`src/rtl/rgb_hsl_converter_defines.svh`:
```
// ----------------------------------------------------------------------------
// rgb hsl converter assertion macros
// shared concurrent assertion forms for the converter rtl
// ----------------------------------------------------------------------------
`ifndef RGB_HSL_CONVERTER_DEFINES_SVH
`define RGB_HSL_CONVERTER_DEFINES_SVH

// same-cycle implication, disabled during reset
`define RHC_ASSERT_IMPL(label, ante, cons) \
  label: assert property (@(posedge clk_i) disable iff (!rst_ni) (ante) |-> (cons)) \
    else $error("assertion failed");

// next-cycle implication, disabled during reset
`define RHC_ASSERT_NEXT(label, ante, cons) \
  label: assert property (@(posedge clk_i) disable iff (!rst_ni) (ante) |=> (cons)) \
    else $error("assertion failed");

`endif

```
`src/rtl/rhc_pkg.sv`:
```
// ----------------------------------------------------------------------------
// rhc_pkg
// types and constants shared by the rgb hsl converter modules
// ----------------------------------------------------------------------------
`default_nettype none

package rhc_pkg;

  localparam int unsigned HUE_IN_W = 16;
  localparam int unsigned SL_W     = 13;
  localparam int unsigned CH_W     = 8;
  localparam int unsigned HUE_W    = 13;

  localparam logic [12:0] ONE_Q        = 13'd4096;
  localparam logic [12:0] TURN_UNITS   = 13'd5760;
  localparam logic [9:0]  SECTOR_UNITS = 10'd960;

  // reciprocal multipliers, each followed by a single correction step
  localparam logic [13:0] TURN_RECIP  = 14'd11650;  // 2^26 / 5760
  localparam logic [10:0] SECT_RECIP  = 11'd1092;   // 2^20 / 960
  localparam logic [12:0] LIG_RECIP   = 13'd4112;   // 2^20 / 255
  localparam logic [12:0] DIV15_RECIP = 13'd4369;   // 2^16 / 15

  localparam int unsigned DIV_NUM_W  = 21;
  localparam int unsigned DIV_DEN_W  = 8;
  localparam int unsigned DIV_STEPS  = 3;
  localparam int unsigned DIV_STAGES = DIV_NUM_W / DIV_STEPS;

  localparam int unsigned BACK_STAGES = DIV_STAGES;
  localparam int unsigned LIG_STAGE   = 1;
  localparam int unsigned RGB_STAGE   = 5;

  typedef struct packed {
    logic        cmd;
    logic        gray;
    logic [20:0] hnum;
    logic [7:0]  d;
    logic [19:0] snum;
    logic [7:0]  sden;
    logic [8:0]  sum;
    logic [12:0] a;
    logic [12:0] s;
    logic [12:0] l;
    logic [2:0]  sector;
    logic [9:0]  t;
  } mid_t;

  typedef struct packed {
    logic        cmd;
    logic        gray;
    logic [12:0] lig;
    logic [7:0]  red;
    logic [7:0]  green;
    logic [7:0]  blue;
  } side_t;

  typedef struct packed {
    logic [7:0]  red;
    logic [7:0]  green;
    logic [7:0]  blue;
    logic [12:0] hue;
    logic [12:0] sat;
    logic [12:0] lig;
  } out_t;

endpackage

`default_nettype wire

```
`src/rtl/rhc_front.sv`:
```
// ----------------------------------------------------------------------------
// rhc_front
// two-stage request intake: clamps, hue reduction, rgb classification
// ----------------------------------------------------------------------------
`default_nettype none

module rhc_front (
  input  logic                           clk_i,
  input  logic                           rst_ni,
  input  logic                           push_i,
  output logic                           full_o,
  input  logic                           command_i,
  input  logic [7:0]                     in_red_i,
  input  logic [7:0]                     in_green_i,
  input  logic [7:0]                     in_blue_i,
  input  logic [rhc_pkg::HUE_IN_W-1:0]   in_hue_i,
  input  logic [rhc_pkg::SL_W-1:0]       in_saturation_i,
  input  logic [rhc_pkg::SL_W-1:0]       in_lightness_i,
  output logic                           mid_push_o,
  output rhc_pkg::mid_t                  mid_o,
  input  logic                           mid_full_i
);
  import rhc_pkg::*;

  logic        en;
  logic        v1_q, v2_q;
  logic        cmd1_q;
  logic [7:0]  r1_q, g1_q, b1_q, mx1_q, mn1_q;
  logic [12:0] hm1_q, s1_q, l1_q, a1_q;
  mid_t        mid_q, mid_d;

  logic [7:0]  mx, mn;
  logic [29:0] hprod;
  logic [3:0]  hqe;
  logic [16:0] hmul;
  logic [15:0] hsub, hm;
  logic [12:0] s_c, l_c;
  logic [13:0] l2, a14;

  assign en     = !(v2_q && mid_full_i);
  assign full_o = !en;

  // stage one
  always_comb begin
    mx = in_red_i;
    mn = in_red_i;
    if (in_green_i > mx) mx = in_green_i;
    if (in_blue_i > mx)  mx = in_blue_i;
    if (in_green_i < mn) mn = in_green_i;
    if (in_blue_i < mn)  mn = in_blue_i;
    hprod = in_hue_i * TURN_RECIP;
    hqe   = hprod[29:26];
    hmul  = hqe * TURN_UNITS;
    hsub  = in_hue_i - hmul[15:0];
    hm    = (hsub >= {3'b0, TURN_UNITS}) ? hsub - {3'b0, TURN_UNITS} : hsub;
    s_c   = (in_saturation_i > ONE_Q) ? ONE_Q : in_saturation_i;
    l_c   = (in_lightness_i > ONE_Q) ? ONE_Q : in_lightness_i;
    l2    = {l_c, 1'b0};
    a14   = (l2 >= {1'b0, ONE_Q}) ? 14'd8192 - l2 : l2;
  end

  always_ff @(posedge clk_i or negedge rst_ni) begin
    if (!rst_ni) begin
      v1_q <= 1'b0;
      v2_q <= 1'b0;
    end else if (en) begin
      v1_q <= push_i;
      v2_q <= v1_q;
    end
  end

  always_ff @(posedge clk_i) begin
    if (en) begin
      cmd1_q <= command_i;
      r1_q   <= in_red_i;
      g1_q   <= in_green_i;
      b1_q   <= in_blue_i;
      mx1_q  <= mx;
      mn1_q  <= mn;
      hm1_q  <= hm[12:0];
      s1_q   <= s_c;
      l1_q   <= l_c;
      a1_q   <= a14[12:0];
      mid_q  <= mid_d;
    end
  end

  // stage two
  logic [7:0]  d;
  logic [10:0] d11, r11, g11, b11, num;
  logic [20:0] n21;
  logic [8:0]  sum9, sden9;
  logic [23:0] sprod;
  logic [2:0]  sqe, sec;
  logic [12:0] smul, srem;

  always_comb begin
    d     = mx1_q - mn1_q;
    d11   = {3'b0, d};
    r11   = {3'b0, r1_q};
    g11   = {3'b0, g1_q};
    b11   = {3'b0, b1_q};
    if (mx1_q == r1_q) begin
      num = (g1_q >= b1_q) ? g11 - b11 : d11 * 11'd6 - (b11 - g11);
    end else if (mx1_q == g1_q) begin
      num = (d11 << 1) + b11 - r11;
    end else begin
      num = (d11 << 2) + r11 - g11;
    end
    n21   = {10'b0, num};
    sum9  = {1'b0, mx1_q} + {1'b0, mn1_q};
    sden9 = (sum9 > 9'd255) ? 9'd510 - sum9 : sum9;
    sprod = hm1_q * SECT_RECIP;
    sqe   = sprod[22:20];
    smul  = sqe * SECTOR_UNITS;
    srem  = hm1_q - smul;
    sec   = sqe;
    if (srem >= {3'b0, SECTOR_UNITS}) begin
      srem = srem - {3'b0, SECTOR_UNITS};
      sec  = sqe + 3'd1;
    end
    mid_d.cmd    = cmd1_q;
    mid_d.gray   = (d == 8'd0);
    mid_d.hnum   = (n21 << 10) - (n21 << 6);
    mid_d.d      = d;
    mid_d.snum   = {d, 12'b0};
    mid_d.sden   = sden9[7:0];
    mid_d.sum    = sum9;
    mid_d.a      = a1_q;
    mid_d.s      = s1_q;
    mid_d.l      = l1_q;
    mid_d.sector = sec;
    mid_d.t      = sec[0] ? SECTOR_UNITS - srem[9:0] : srem[9:0];
  end

  assign mid_push_o = v2_q && !mid_full_i;
  assign mid_o      = mid_q;

endmodule

`default_nettype wire

```
`src/rtl/rhc_queue.sv`:
```
// ----------------------------------------------------------------------------
// rhc_queue
// two-entry queue between front and back
// ----------------------------------------------------------------------------
`default_nettype none

module rhc_queue (
  input  logic          clk_i,
  input  logic          rst_ni,
  input  logic          push_i,
  input  rhc_pkg::mid_t data_i,
  output logic          full_o,
  input  logic          pop_i,
  output rhc_pkg::mid_t data_o,
  output logic          empty_o
);
  import rhc_pkg::*;

  mid_t       mem_q [2];
  logic       wr_ptr_q, rd_ptr_q;
  logic [1:0] cnt_q;
  logic       do_push, do_pop;

  assign full_o  = (cnt_q == 2'd2);
  assign empty_o = (cnt_q == 2'd0);
  assign do_push = push_i && !full_o;
  assign do_pop  = pop_i && !empty_o;
  assign data_o  = mem_q[rd_ptr_q];

  always_ff @(posedge clk_i or negedge rst_ni) begin
    if (!rst_ni) begin
      wr_ptr_q <= 1'b0;
      rd_ptr_q <= 1'b0;
      cnt_q    <= 2'd0;
    end else begin
      if (do_push) wr_ptr_q <= !wr_ptr_q;
      if (do_pop)  rd_ptr_q <= !rd_ptr_q;
      cnt_q <= cnt_q + {1'b0, do_push} - {1'b0, do_pop};
    end
  end

  always_ff @(posedge clk_i) begin
    if (do_push) mem_q[wr_ptr_q] <= data_i;
  end

endmodule

`default_nettype wire

```
`src/rtl/rhc_div.sv`:
```
// ----------------------------------------------------------------------------
// rhc_div
// pipelined restoring divider, a few quotient bits per stage
// ----------------------------------------------------------------------------
`default_nettype none

module rhc_div (
  input  logic                          clk_i,
  input  logic                          en_i,
  input  logic [rhc_pkg::DIV_NUM_W-1:0] num_i,
  input  logic [rhc_pkg::DIV_DEN_W-1:0] den_i,
  output logic [rhc_pkg::DIV_NUM_W-1:0] quo_o
);
  import rhc_pkg::*;

  logic [DIV_DEN_W-1:0] rem_q [DIV_STAGES];
  logic [DIV_NUM_W-1:0] nq_q  [DIV_STAGES];
  logic [DIV_DEN_W-1:0] den_q [DIV_STAGES];
  logic [DIV_DEN_W-1:0] rem_d [DIV_STAGES];
  logic [DIV_NUM_W-1:0] nq_d  [DIV_STAGES];
  logic [DIV_DEN_W-1:0] den_d [DIV_STAGES];

  always_comb begin
    logic [DIV_DEN_W:0]   tmp;
    logic [DIV_DEN_W-1:0] rem;
    logic [DIV_NUM_W-1:0] nq;
    logic [DIV_DEN_W-1:0] den;
    for (int s = 0; s < DIV_STAGES; s++) begin
      if (s == 0) begin
        rem = '0;
        nq  = num_i;
        den = den_i;
      end else begin
        rem = rem_q[s-1];
        nq  = nq_q[s-1];
        den = den_q[s-1];
      end
      for (int k = 0; k < DIV_STEPS; k++) begin
        tmp = {rem, nq[DIV_NUM_W-1]};
        nq  = {nq[DIV_NUM_W-2:0], 1'b0};
        if (tmp >= {1'b0, den}) begin
          tmp   = tmp - {1'b0, den};
          nq[0] = 1'b1;
        end
        rem = tmp[DIV_DEN_W-1:0];
      end
      rem_d[s] = rem;
      nq_d[s]  = nq;
      den_d[s] = den;
    end
  end

  always_ff @(posedge clk_i) begin
    if (en_i) begin
      for (int s = 0; s < DIV_STAGES; s++) begin
        rem_q[s] <= rem_d[s];
        nq_q[s]  <= nq_d[s];
        den_q[s] <= den_d[s];
      end
    end
  end

  assign quo_o = nq_q[DIV_STAGES-1];

endmodule

`default_nettype wire

```
`src/rtl/rhc_back.sv`:
```
// ----------------------------------------------------------------------------
// rhc_back
// execution pipeline: hue and saturation dividers, rgb channel math, result queue
// ----------------------------------------------------------------------------
`default_nettype none

module rhc_back (
  input  logic          clk_i,
  input  logic          rst_ni,
  input  logic          mid_empty_i,
  input  rhc_pkg::mid_t mid_i,
  output logic          mid_pop_o,
  output logic          out_empty_o,
  input  logic          out_pop_i,
  output rhc_pkg::out_t out_o
);
  import rhc_pkg::*;

  logic  en;
  logic  ofull;
  logic  v_q    [BACK_STAGES];
  side_t side_q [BACK_STAGES];
  side_t side_d [BACK_STAGES];
  logic [DIV_NUM_W-1:0] hq, sq;

  assign en        = !(v_q[BACK_STAGES-1] && ofull);
  assign mid_pop_o = en && !mid_empty_i;

  rhc_div u_hue_div (
    .clk_i (clk_i),
    .en_i  (en),
    .num_i (mid_i.hnum),
    .den_i (mid_i.d),
    .quo_o (hq)
  );

  rhc_div u_sat_div (
    .clk_i (clk_i),
    .en_i  (en),
    .num_i ({1'b0, mid_i.snum}),
    .den_i (mid_i.sden),
    .quo_o (sq)
  );

  // hsl to rgb and lightness side path
  logic [25:0] cw0_q;
  logic [9:0]  t0_q;
  logic [12:0] l0_q;
  logic [2:0]  sec0_q, sec1_q, sec2_q, sec3_q, sec4_q;
  logic [11:0] nl0_q;
  logic [3:0]  lqe0_q;
  logic [35:0] ct1_q, x2_q;
  logic [25:0] bb1_q, vc1_q;
  logic [7:0]  cch2_q, zch2_q, cch3_q, zch3_q, cch4_q, zch4_q;
  logic [12:0] y3_q, y4_q;
  logic [8:0]  qe4_q;

  logic [24:0] lprod;
  logic [25:0] l13;
  logic [11:0] lmul, lr;
  logic [4:0]  lq;
  logic [12:0] lig;
  logic [35:0] bb36;
  logic [33:0] cv, zv;
  logic [43:0] xv;
  logic [25:0] yp;
  logic [12:0] q15, yr;
  logic [9:0]  xq;
  logic [7:0]  xch, c, x, z;

  always_comb begin
    lprod = {mid_i.sum, 3'b0} * LIG_RECIP;
    l13   = {l0_q, 13'b0};
    lmul  = lqe0_q * 8'd255;
    lr    = nl0_q - lmul;
    lq    = (lr >= 12'd255) ? {1'b0, lqe0_q} + 5'd1 : {1'b0, lqe0_q};
    lig   = {1'b0, nl0_q} + {8'b0, lq};
    bb36  = {10'b0, bb1_q};
    cv    = ({8'b0, vc1_q} << 8) - {8'b0, vc1_q};
    zv    = ({8'b0, bb1_q} << 8) - {8'b0, bb1_q};
    xv    = ({8'b0, x2_q} << 8) - {8'b0, x2_q};
    yp    = y3_q * DIV15_RECIP;
    q15   = {4'b0, qe4_q} * 13'd15;
    yr    = y4_q - q15;
    xq    = (yr >= 13'd15) ? {1'b0, qe4_q} + 10'd1 : {1'b0, qe4_q};
    xch   = (xq > 10'd255) ? 8'd255 : xq[7:0];
    c     = cch4_q;
    x     = xch;
    z     = zch4_q;
  end

  always_ff @(posedge clk_i) begin
    if (en) begin
      cw0_q  <= mid_i.a * mid_i.s;
      t0_q   <= mid_i.t;
      l0_q   <= mid_i.l;
      sec0_q <= mid_i.sector;
      nl0_q  <= {mid_i.sum, 3'b0};
      lqe0_q <= lprod[23:20];
      ct1_q  <= cw0_q * t0_q;
      bb1_q  <= l13 - cw0_q;
      vc1_q  <= l13 + cw0_q;
      sec1_q <= sec0_q;
      x2_q   <= (ct1_q << 1) + (bb36 << 10) - (bb36 << 6);
      cch2_q <= (cv[33:25] > 9'd255) ? 8'd255 : cv[32:25];
      zch2_q <= (zv[33:25] > 9'd255) ? 8'd255 : zv[32:25];
      sec2_q <= sec1_q;
      y3_q   <= xv[43:31];
      cch3_q <= cch2_q;
      zch3_q <= zch2_q;
      sec3_q <= sec2_q;
      qe4_q  <= yp[24:16];
      y4_q   <= y3_q;
      cch4_q <= cch3_q;
      zch4_q <= zch3_q;
      sec4_q <= sec3_q;
    end
  end

  always_comb begin
    side_d[0].cmd   = mid_i.cmd;
    side_d[0].gray  = mid_i.gray;
    side_d[0].lig   = '0;
    side_d[0].red   = '0;
    side_d[0].green = '0;
    side_d[0].blue  = '0;
    for (int i = 1; i < BACK_STAGES; i++) begin
      side_d[i] = side_q[i-1];
    end
    side_d[LIG_STAGE].lig = side_q[LIG_STAGE-1].cmd ? 13'd0 : lig;
    if (side_q[RGB_STAGE-1].cmd) begin
      unique case (sec4_q)
        3'd0:    {side_d[RGB_STAGE].red, side_d[RGB_STAGE].green, side_d[RGB_STAGE].blue} = {c, x, z};
        3'd1:    {side_d[RGB_STAGE].red, side_d[RGB_STAGE].green, side_d[RGB_STAGE].blue} = {x, c, z};
        3'd2:    {side_d[RGB_STAGE].red, side_d[RGB_STAGE].green, side_d[RGB_STAGE].blue} = {z, c, x};
        3'd3:    {side_d[RGB_STAGE].red, side_d[RGB_STAGE].green, side_d[RGB_STAGE].blue} = {z, x, c};
        3'd4:    {side_d[RGB_STAGE].red, side_d[RGB_STAGE].green, side_d[RGB_STAGE].blue} = {x, z, c};
        default: {side_d[RGB_STAGE].red, side_d[RGB_STAGE].green, side_d[RGB_STAGE].blue} = {c, z, x};
      endcase
    end
  end

  always_ff @(posedge clk_i or negedge rst_ni) begin
    if (!rst_ni) begin
      for (int i = 0; i < BACK_STAGES; i++) v_q[i] <= 1'b0;
    end else if (en) begin
      v_q[0] <= mid_pop_o;
      for (int i = 1; i < BACK_STAGES; i++) v_q[i] <= v_q[i-1];
    end
  end

  always_ff @(posedge clk_i) begin
    if (en) begin
      for (int i = 0; i < BACK_STAGES; i++) side_q[i] <= side_d[i];
    end
  end

  // result assembly
  side_t fin;
  out_t  res;

  always_comb begin
    fin       = side_q[BACK_STAGES-1];
    res.red   = fin.red;
    res.green = fin.green;
    res.blue  = fin.blue;
    res.lig   = fin.lig;
    if (fin.cmd || fin.gray) begin
      res.hue = '0;
      res.sat = '0;
    end else begin
      res.hue = hq[12:0];
      res.sat = (sq > {8'b0, ONE_Q}) ? ONE_Q : sq[12:0];
    end
  end

  // result queue
  out_t       omem_q [2];
  logic       owr_q, ord_q;
  logic [1:0] ocnt_q;
  logic       opush, opop;

  assign ofull       = (ocnt_q == 2'd2);
  assign out_empty_o = (ocnt_q == 2'd0);
  assign opush       = en && v_q[BACK_STAGES-1];
  assign opop        = out_pop_i && !out_empty_o;
  assign out_o       = omem_q[ord_q];

  always_ff @(posedge clk_i or negedge rst_ni) begin
    if (!rst_ni) begin
      owr_q  <= 1'b0;
      ord_q  <= 1'b0;
      ocnt_q <= 2'd0;
    end else begin
      if (opush) owr_q <= !owr_q;
      if (opop)  ord_q <= !ord_q;
      ocnt_q <= ocnt_q + {1'b0, opush} - {1'b0, opop};
    end
  end

  always_ff @(posedge clk_i) begin
    if (opush) omem_q[owr_q] <= res;
  end

endmodule

`default_nettype wire

```
`src/rtl/rgb_hsl_converter.sv`:
```
// path: front stages, then the mid queue, then the back stages, then the result queue
// throughput: one request per cycle while full is low; the divider pipes take 3 bits per stage
// reset: rst_ni low clears all valid bits and queue counters, no results pending
// ----------------------------------------------------------------------------
// rgb_hsl_converter
// converts rgb to hsl or hsl to rgb per request, chosen by command
// ----------------------------------------------------------------------------
`default_nettype none
`include "rgb_hsl_converter_defines.svh"

module rgb_hsl_converter (
  input  logic                         clk_i,
  input  logic                         rst_ni,
  // request side
  input  logic                         push,
  output logic                         full,
  input  logic                         command_i,
  input  logic [7:0]                   in_red_i,
  input  logic [7:0]                   in_green_i,
  input  logic [7:0]                   in_blue_i,
  input  logic [rhc_pkg::HUE_IN_W-1:0] in_hue_i,
  input  logic [rhc_pkg::SL_W-1:0]     in_saturation_i,
  input  logic [rhc_pkg::SL_W-1:0]     in_lightness_i,
  // result side
  output logic                         empty,
  input  logic                         pop,
  output logic [7:0]                   out_red_o,
  output logic [7:0]                   out_green_o,
  output logic [7:0]                   out_blue_o,
  output logic [rhc_pkg::HUE_W-1:0]    out_hue_o,
  output logic [rhc_pkg::SL_W-1:0]     out_saturation_o,
  output logic [rhc_pkg::SL_W-1:0]     out_lightness_o
);
  import rhc_pkg::*;

  // front to queue
  logic mid_push, mid_full, mid_pop, mid_empty;
  mid_t mid_in, mid_out;
  out_t res;

  // front: clamps, hue wrap, max/min, sector and numerators
  rhc_front u_front (
    .clk_i           (clk_i),
    .rst_ni          (rst_ni),
    .push_i          (push),
    .full_o          (full),
    .command_i       (command_i),
    .in_red_i        (in_red_i),
    .in_green_i      (in_green_i),
    .in_blue_i       (in_blue_i),
    .in_hue_i        (in_hue_i),
    .in_saturation_i (in_saturation_i),
    .in_lightness_i  (in_lightness_i),
    .mid_push_o      (mid_push),
    .mid_o           (mid_in),
    .mid_full_i      (mid_full)
  );

  // short queue so front and back stall independently
  rhc_queue u_queue (
    .clk_i   (clk_i),
    .rst_ni  (rst_ni),
    .push_i  (mid_push),
    .data_i  (mid_in),
    .full_o  (mid_full),
    .pop_i   (mid_pop),
    .data_o  (mid_out),
    .empty_o (mid_empty)
  );

  // back: divider pipes, channel math, result queue
  rhc_back u_back (
    .clk_i       (clk_i),
    .rst_ni      (rst_ni),
    .mid_empty_i (mid_empty),
    .mid_i       (mid_out),
    .mid_pop_o   (mid_pop),
    .out_empty_o (empty),
    .out_pop_i   (pop),
    .out_o       (res)
  );

  assign out_red_o        = res.red;
  assign out_green_o      = res.green;
  assign out_blue_o       = res.blue;
  assign out_hue_o        = res.hue;
  assign out_saturation_o = res.sat;
  assign out_lightness_o  = res.lig;

  // an hsl result never carries rgb fields
  `RHC_ASSERT_IMPL(a_fields_exclusive, !empty && out_hue_o != '0, out_red_o == '0 && out_green_o == '0 && out_blue_o == '0)
  // hue stays within one turn
  `RHC_ASSERT_IMPL(a_hue_range, !empty, out_hue_o < TURN_UNITS)
  // saturation and lightness never exceed one
  `RHC_ASSERT_IMPL(a_sl_range, !empty, out_saturation_o <= ONE_Q && out_lightness_o <= ONE_Q)
  // a waiting result stays put while not popped
  `RHC_ASSERT_NEXT(a_result_hold, !empty && !pop, !empty && $stable(out_hue_o) && $stable(out_red_o))

endmodule

`default_nettype wire
```
`config.mk`:
```
export PLATFORM = sky130hd
export DESIGN_NAME = rgb_hsl_converter
export DESIGN_NICKNAME = d
export VERILOG_FILES = /design/src/rtl/rhc_pkg.sv /design/src/rtl/rhc_front.sv /design/src/rtl/rhc_queue.sv /design/src/rtl/rhc_div.sv /design/src/rtl/rhc_back.sv /design/src/rtl/rgb_hsl_converter.sv
export VERILOG_INCLUDE_DIRS = /design/src /design/src/rtl
export SDC_FILE = /design/constraint.sdc
export NUM_CORES = 2
export LEC_CHECK = 0
export BUFFER_PORTS_ARGS = -buffer_cell sky130_fd_sc_hd__buf_2
export CAP_MARGIN = 20
export CORE_MARGIN = 2
export CORE_UTILIZATION = 50
export DETAILED_ROUTE_END_ITERATION = 12
export PLACE_DENSITY = 0.7
export SLEW_MARGIN = 40
export SYNTH_ARGS = -nofsm -noshare
export SYNTH_HDL_FRONTEND = slang
export SYNTH_SLANG_ARGS = --single-unit
```
`constraint.sdc`:
```
create_clock -name clk_i -period 56.7 [get_ports clk_i]
set_input_delay 5.67 -clock clk_i [delete_from_list [all_inputs] [get_ports clk_i]]
set_output_delay 5.67 -clock clk_i [all_outputs]
set_load 0.02 [all_outputs]
```
==> flow_summary.toml <==
[cts]
cts_root_buf = "clkbuf_16"
cts_setup_buffers = 0
cts_hold_buf = 0
cts_resized = 0
h-tree-depth = 4
cts_num_sinks = 1254
insertion_delay_ps = 790
clock_path_buffers = 3
path_clk_slew_ps = 60
numCtsBuffers = 140
cts_tree = "yes"

[global_routing]
antenna_found_initial = 16
grt_pass1_wl_mm = 302
grt_pass1_vias = 59600
grt_max_degree = 116
grt_overflow = 0
grt.total_usage_pct = 20.4

[yosys]
synthXorXnorAreaFrac_pct = 4.83
ys_seq_area_share_pct = 42.2
synth_seq_cells = 1254
syn-mean-instance-area_um2 = 11.2
yosys.area_share.simple_pct = 9.59
yosysTopAreaCell = "edfxtp_1"
ys.flop_type = "edfxtp_1"
synthAdderAreaFrac_pct = 23.7
syn-instance-count = 7938
synth_compound_area_share_pct = 10.4
muxShareOfSynthArea_pct = 3.86
netlist.area_leader.share_pct = 41.7
synth_cell_types = 106
synth-edff-count = 1237
yosys-top-cells-area = "edfxtp_1 42%, ha_1 13%, fa_1 10%"
synth_top_family_by_area = "adder cells"
async_flop_share_pct = 1.36
yosysWarnings = 0
netlist_area_um2 = 89100

[sta]
finalMaxSlewViolations = 0
hold_ws_ps = 399
hold_viol = 0
fin_skew_ps = 36.4
max_slew_margin_pct = 40.0
worstMarginPinSlew_ps = 900
fin_crit_ps = 14090
fin_ws_ps = 42610
rsz0062_at_grt = "no"
timing.setup.tns_ps = 0
min_period_over_period_pct = 24.8
clock.fmax_mhz = 71.0
setup_viol = 0

[routing]
route.detailed.drc = 0
totalWireLength_mm = 183
routed_wire_length_per_instance_um = 17.3
ant_nets = 0
drt_iter0_markers = 3618
drtPass1Iterations = 5
vias = 57900
post_drt_via_cell_ratio = 5.48

[floorplan]
die_h_um = 426
ios = 136
dieWidth_um = 426
initial_core_util_pct = 50.4
die-area_um2 = 182000
core_area_um2 = 177000
core.rowCount = 154

[place]
port_buffers = 135
post-dp-hpwl_mm = 141
place.gp.congestion = 0.885
place_ws_ps = 41820

[setup_path]
critical_path.startpoint_type = "input pin"
slowest_stage = "fa_1"
worstReg2RegStart = "u_queue.rd_ptr_q"
cpMostUsedCell = "ha_1"
critPathMaxStageDelay_ps = 550
rr_worst_depth = 32
reg2reg_to = "u_back.u_hue_div.rem_q[0][3]"
arrival_ps = 14600
path_class = "in -> reg"
cp_data_required_time_ps = 57210
crit_fanout = 5
worstSetupEndpointType = "flip-flop"
r2r_slack_ps = 48010

[layout]
seq_area_um2 = 37600
multiInputGateArea_um2 = 46800
final_net_count = 9595
final_cell_mix = "1237 x edfxtp_1, 1124 x inv_1, 959 x ha_1"
finish.utilization_pct = 55.4
final_common_cell = "edfxtp_1"
fill_cells = 14700
drive_gt1_share_pct = 8.20
syn_to_final_growth_pct = 9.75

[run_status]
status = "finished clean"

[min_path]
hold_path_depth = 0
hold_path_class = "reg -> reg"
hold_end = "u_back.side_q[4][25]"
hp-start = "u_back.side_q[3][25]"

[job]
drv_cap = 0
==> cells in the mapped netlist, types with 18 or more instances <==
library cell  number
nor3_1            87
a31oi_1           41
edfxtp_1        1237
or2_2             34
o221ai_1          34
nand2_1          509
mux2_2           172
fa_1             455
nand2b_1          76
xnor2_1          325
mux2i_1          148
nor2_1           394
xor2_1           164
inv_1           1124
and3_1            35
o211ai_1          31
o21a_1            58
ha_1             959
a21oi_1          389
o31ai_1           25
a21boi_0          34
a21o_1           193
clkbuf_1         135
nor2b_1          107
o31a_1            18
or3_1             30
o22ai_1           20
o22a_1            22
o21ai_0          294
a211oi_1          22
and2_1           182
nor4_1            21
nand4_1           68
a221o_1           25
o21bai_1          67
nand3_1          121
==> registers in the layout (all words and copies together) (netlist names), 24 cells and up <==
signal and flops:
u_back.u_hue_div.rem_q 48, u_back.side_q 140, u_back.u_hue_div.nq_q 65, u_back.omem_q 126, u_front.mid_o 90, u_back.u_hue_div.den_q 44
u_queue.mem_q 180, u_back.vc1_q 25, u_back.ct1_q 34, u_back.x2_q 34, u_back.bb1_q 24, u_back.u_sat_div.den_q 45
u_back.cw0_q 25, u_back.u_sat_div.rem_q 48, u_back.u_sat_div.nq_q 84
==> per-layer routing <==
layer,part of all wire (%),up-vias,GRT usage (%)
li1,-,28200,-
met1,45,28100,27.3
met2,47,1329,34.2
met3,4.8,339,3.06
met4,3.2,16,6.67
met5,0.062,-,0
==> critical path, delay by kind of cell <==
family / cells / cell delay (ps)
AOI/OAI and AO/OA: 14 / 3180
xor gates and xnor gates: 4 / 950
buffers and inverters: 6 / 440
adders and majority gates: 11 / 4360
==> final cells by class <==
class | count | area share, %
diodes | 3 | 0.00767
inverters | 1131 | 4.34
repair buffers | 193 | 1.32
multi-input cells | 5390 | 47.8
well taps | 2340 | 2.99
clock buffers | 167 | 3.70
flip-flops and latches | 1254 | 38.4
clock inverters | 87 | 1.39
==> logic make-up (layout without fill, tap and decap cells) <==
group           Yosys count  count (layout)
compound gates         1421            1421
fa+ha+maj              1414            1414
buf+inv                1296            1578
flops                  1254            1254
other cells               1               6
mux                     321             321
xor+xnor                490             490
simple gates           1741            1741
==> how the worst max path moves through the flow <==
stage / from / to / slack (ps) / cells after the start
floorplan: u_back.ocnt_q[1] / u_back.bb1_q[10] / 32340 / 1
global placement: in_hue_i[6] / u_front.hm1_q[11] / 41900 / 35
detailed placement: in_hue_i[6] / u_front.hm1_q[11] / 41820 / 35
CTS: in_hue_i[6] / u_front.hm1_q[11] / 42620 / 35
global route: in_hue_i[6] / u_front.hm1_q[10] / 42110 / 35
finish: in_hue_i[6] / u_front.hm1_q[11] / 42610 / 35
==> through the flow <==
| step | area, um^2 | cells |
|---|---|---|
| 2_1_floorplan | 89100 | 7940 |
| 3_3_place_gp | 92500 | 10300 |
| 3_5_place_dp | 92800 | 10300 |
| 4_1_cts | 97700 | 10600 |
| 5_1_grt | 97800 | 10600 |
| 6_report | 97800 | 10600 |
Power is left out: the tool's default activity adds up to more than one toggle a clock period on the data nets, which glitch-free logic cannot reach.
